## config.mk

```make
export PLATFORM = sky130hd
export DESIGN_NAME = ilid_ctrl
export DESIGN_NICKNAME = d
export VERILOG_FILES = /design/src/rtl/ilid_pkg.sv /design/src/rtl/ilid_ctrl.sv
export SDC_FILE = /design/constraint.sdc
export NUM_CORES = 1
export LEC_CHECK = 0
export BUFFER_PORTS_ARGS = -buffer_cell sky130_fd_sc_hd__buf_2
export CORE_AREA = 2 2 39 41
export CTS_CLUSTER_DIAMETER = 30
export CTS_CLUSTER_SIZE = 14
export DETAILED_ROUTE_END_ITERATION = 7
export DIE_AREA = 0 0 41 43
export PLACE_DENSITY_LB_ADDON = 0.12
export REMOVE_ABC_BUFFERS = 1
export SETUP_SLACK_MARGIN = 0.02
export SYNTH_ARGS = -nofsm -noshare
export SYNTH_HDL_FRONTEND = slang
export SYNTH_SLANG_ARGS = --single-unit
```

## constraint.sdc

```tcl
create_clock -name clk -period 1.2 [get_ports clk]
set_input_delay 0.06 -clock clk [delete_from_list [all_inputs] [get_ports clk]]
set_output_delay 0.06 -clock clk [all_outputs]
set_load 0.02 [all_outputs]
```

## src/rtl/ilid_pkg.sv

```systemverilog
// Shared definitions for the indexed list block: field widths, request kind codes,
// and the command bundle from the controller to the datapath.
// No dependencies.
package ilid_pkg;

	localparam int DATA_W       = 32;
	localparam int KIND_W       = 3;
	localparam int POS_W        = 7;
	localparam int COUNT_W      = 7;
	localparam int CAPACITY_DEF = 64;
	localparam int GROUP_SIZE   = 8;

	localparam logic [KIND_W-1:0] KIND_READ     = 3'd0;
	localparam logic [KIND_W-1:0] KIND_INS_HEAD = 3'd1;
	localparam logic [KIND_W-1:0] KIND_INS_TAIL = 3'd2;
	localparam logic [KIND_W-1:0] KIND_INS_POS  = 3'd3;
	localparam logic [KIND_W-1:0] KIND_DELETE   = 3'd4;

	localparam logic [DATA_W-1:0] MISS_VALUE = '1;

	typedef struct packed {
		logic load;    // capture the request fields
		logic exec;    // carry out the request on the cells
		logic finish;  // form the result from the gathered read groups
	} ilid_cmd_t;

endpackage

```

## src/rtl/ilid_ctrl.sv

```systemverilog
// Sequencing controller for the indexed list block.
// Depends on ilid_pkg for the command bundle.
module ilid_ctrl
	import ilid_pkg::*;
(
	input  logic      clk,
	input  logic      arst_n,
	input  logic      req_valid,
	output logic      req_stall,
	output logic      rsp_valid,
	input  logic      rsp_stall,
	output ilid_cmd_t cmd
);

	localparam logic [1:0] ST_IDLE = 2'd0;
	localparam logic [1:0] ST_EXEC = 2'd1;
	localparam logic [1:0] ST_FIN  = 2'd2;
	localparam logic [1:0] ST_OUT  = 2'd3;

	logic [1:0] state_q;
	logic [1:0] state_next;

	always_comb begin
		state_next = state_q;
		case (state_q)
			ST_IDLE: begin
				if (req_valid) state_next = ST_EXEC;
			end
			ST_EXEC: state_next = ST_FIN;
			ST_FIN:  state_next = ST_OUT;
			ST_OUT: begin
				if (!rsp_stall) state_next = ST_IDLE;
			end
			default: state_next = ST_IDLE;
		endcase
	end

	always_ff @(posedge clk or negedge arst_n) begin
		if (!arst_n) begin
			state_q <= ST_IDLE;
		end else begin
			state_q <= state_next;
		end
	end

	assign req_stall  = (state_q != ST_IDLE);
	assign rsp_valid  = (state_q == ST_OUT);
	assign cmd.load   = (state_q == ST_IDLE) && req_valid;
	assign cmd.exec   = (state_q == ST_EXEC);
	assign cmd.finish = (state_q == ST_FIN);

	a_load_then_exec: assert property (@(posedge clk) disable iff (!arst_n)
		cmd.load |=> cmd.exec) else $error("load not followed by exec");
	a_exec_then_finish: assert property (@(posedge clk) disable iff (!arst_n)
		cmd.exec |=> cmd.finish) else $error("exec not followed by finish");
	a_finish_then_result: assert property (@(posedge clk) disable iff (!arst_n)
		cmd.finish |=> (rsp_valid && req_stall)) else $error("result not presented");

endmodule

```

Word level (Yosys, flattened, before mapping)
Cells that the tools add are included.

Register bits: 2. Latch bits: 0. Memory bits (writable): 0. Memory bits (read-only): 0. Output and inout bits: 5. Memories kept: 0.

$add $sub $neg: 0. Multipliers: 0. Divide/modulo/power cells: 0. Order comparisons: 0. Equal/unequal tests: 5. Shift operators: 0. Mux-type cells: 3. Bitwise operators: 0. Reduce and logical (&&, ||, !) cells: 4.

Operators by type and width (number): 2-bit one-hot mux with 4 select lines (1); 2-bit equality test (second input constant) (2); 2-bit 2-to-1 mux (2); 2-bit != test (second input constant) (2); 2-bit by 1-bit equality test with 1-bit output (second input constant) (1); 2-bit logical NOT (1); 2-bit AND reduction (1); 2-bit nonzero test (1); 1-bit logical AND (1).

Logic depth before layout (Yosys ltp)
Depth in word-level cells: 3. Depth in mapped cells: 5. Depth with buffers taken out: 5.

Worst setup path before layout
OpenSTA, ideal clock, no wires.

Kind: register to register. Start: register state_q[0]. End: register state_q[1]. Arrival time: 1.242 ns. Required time: 1.075 ns. Slack: -0.167 ns. Stages on the path, launching flop included: 6. Path buffers: 0. Cells stage by stage: dfrtp_1 -> inv_1 -> ha_1 -> inv_2 -> a2bb2oi_2 -> mux2_4.

Cells in the longest elaborated chain, start to end: 3. Elaborated cells between the ends (all ways): 8.

Ends and longest elaborated chain: start: declaration (line ilid_ctrl.sv:20) `logic [1:0] state_q;`; start signal: assignment (line ilid_ctrl.sv:42) `state_q <= state_next;`; 2-bit equality test or 2-bit logical NOT (tied branches) (line ilid_ctrl.sv:25) `case (state_q)`; 2-bit != test (no line); 2-bit AND reduction (no line).

Parallel ways exist; a longest one is shown, timed or not. A chain may end at the register's enable or synchronous reset.

Final worst setup path
Start: register state_q[1]. End: register state_q[1].

The elaborated chain is that of the path after synthesis.

==> impl_metrics.yaml <==
route:
  vias: 167
  via_per_inst: 3.479
  drc: 0
  totalWireLength_um: 397
  drtPass1Iterations: 2
  first_iter_violations: 1
  wire_per_inst_um: 8.271
  drtAntennaViolNets: 0
outcome:
  violations: "setup timing"
  outcome: "finished with violations"
grt:
  grt_pass1_wl_um: 634
  grt_overflow: 0
  antenna_found_initial: 0
  first_global_vias: 190
  grt_start_max_net_pins: 4
  grtUsageTotal: 0.05723
cells_and_area:
  diodes: 0
  largest_register_ff_count: 2
  top_register: "state_q"
  final_util: 0.2658
  mostFrequentLayoutCells: "buf_2, buf_4, clkbuf_4, buf_6"
  reg_top3: "state_q: 2 flops"
  stdcell_count: 48
  drive_gt1_frac: 0.8125
  syn2layout_area_growth_pct: 110.0
  finalNetCount: 43
place:
  hpwl_um: 323.9
  gp_congestion: 0.6215
  dp_cells: 44
  port_buffers: 8
critical_path:
  cp_max_fo: 3
  cp_data_arrival_time_ps: 1330
  timing.rr.start: "state_q[1]"
  path_cells: "inv_2 -> ha_4 -> inv_4 -> a2bb2oi_4 -> mux2_4"
  crit_slowest_cell: "dfrtp_1"
  crit_type: "flip-flop to flip-flop"
  cpPeakStageDelay_ps: 370
  startpoint_type: "flip-flop"
  crit_required_ps: 1300
  cp-end-kind: "flip-flop"
  critPathLaunch: "state_q[1]"
timing:
  finalHoldWorstSlack_ps: 154.3
  finalSetupViolCount: 1
  min_period_ps: 1224
  drv_slew: 0
  worst_slack_ps: -24.34
  finalCritPeriodShare: 1.020
  max_freq_ghz: 0.8168
  skew_ps: 2.114
  finalHoldViolations: 0
  slew_headroom: 0.9271
  rsz0062_at_grt: "true"
  worstMarginPinSlew_ps: 106.3
synth:
  netlist_area_sq_um: 175.2
  synth_top_area_share: 0.3571
  synth_cell_types: 9
  ys_ff_latch: 2
  synth.area.top_cells: "ha_1, dfrtp_1, a2bb2oi_2"
  ys_seq_area_frac: 0.2857
  syn_inst: 15
  yosys.area.top_type: "ha_1"
  yosysWarnings: 0
  syn_avg_cell_area_sq_um: 11.68
floorplanning:
  io_pins: 9
  die_area_sq_mm: 0.001763
  start_util: 0.1266
  coreArea_sq_mm: 0.001384
  rows: 14
  die_y_um: 43
  fp.dieW_um: 41
power:
  irDropWorstVdd_mv: 0.8893
  p_leak_nw: 0.1806
  powerDensity_mw_per_mm2: 2967
  total_power_mw: 1.091
clock_network:
  cts_max_path_buffers: 2
  cts_made_buffers: 3
  clock-sinks: 2
  cts_root_buf: "clkbuf_4"
  cts_tree: "built"
  clk_pin_slew_ps: 30
  insertion_delay_ps: 220
  cts_htree_levels: 1
flow_run:
  max_cap_violations: 0
worst_hold_path:
  hold_path_class: "input pin to async pin"
==> final timing paths <==
path                               to  cells after the start  slack (ps)
max                        state_q[1]                      5         -20
min                        state_q[1]                      2         150
max reg2reg                state_q[1]                      5         -20
min reg2reg                state_q[1]                      2         680
max in group asynchronous  state_q[0]                      2         950
min in group clk           state_q[1]                      3         220
==> timing repair <==
item	CTS	global route
endpoints found under the hold margin	2	0
hold buffers	1	0
pin swaps	0	1
setup buffers	0	1
gates resized for setup	13	3
setup endpoints to repair	4	5
==> final cells by class <==
class / instances / area (sq um)
clock buffer: 3 / 22.52
fill: 149 / 1016
inverter: 3 / 13.76
multi-input combinational: 10 / 155.1
sequential: 2 / 50.05
tap: 16 / 20.02
timing repair buffer: 14 / 106.4
==> stage by stage <==
stage / worst slack (ps) / setup TNS, ps / cell area [sq um]
floorplan: -166.8 / -166.8 / 175.2
global placement: -116.1 / -211.9 / 272.8
detailed placement: -98.50 / -138.0 / 272.8
CTS: -54.91 / -62.39 / 351.6
global route: -76.06 / -188.9 / 367.9
finish: -24.34 / -24.34 / 367.9
==> synth_stat cells <==
master	n
dfrtp_1	2
mux2_4	1
ha_1	5
and2_2	1
inv_1	2
a2bb2oi_2	1
mux2i_1	1
nor2_1	1
inv_2	1
==> per-layer routing <==
layer | part of all wire | global-route usage
met1 | 0.40 | 0.04823
met2 | 0.51 | 0.07813
met3 | 0.093 | 0.04188
met4 | 0 | 0.06000
met5 | 0 | 0
==> where the power goes <==
part	internal [mW]	switching, mW	leakage [nW]
Combinational	0.443	0.362	0.143
Clock	0.110	0.0364	0.0138
Sequential	0.107	0.0324	0.0235
Total	0.661	0.431	0.181
==> logic make-up after synthesis <==
group,share of synthesized area
adders and majority gates,0.3571
buffers and inverters,0.06428
and+or+nand+nor,0.06428
DFF,0.2857
AOI/OAI and AO/OA,0.08569
muxes,0.1428
==> critical path: cells and delay by family, from the launching register on <==
family | cells | cell delay [ps]
compound gates | 1 | 150
fa+ha+maj | 1 | 160
buf+inv | 2 | 110
flops | 1 | 370
mux | 1 | 310
No activity file was read; power rests on OpenSTA's default activity.
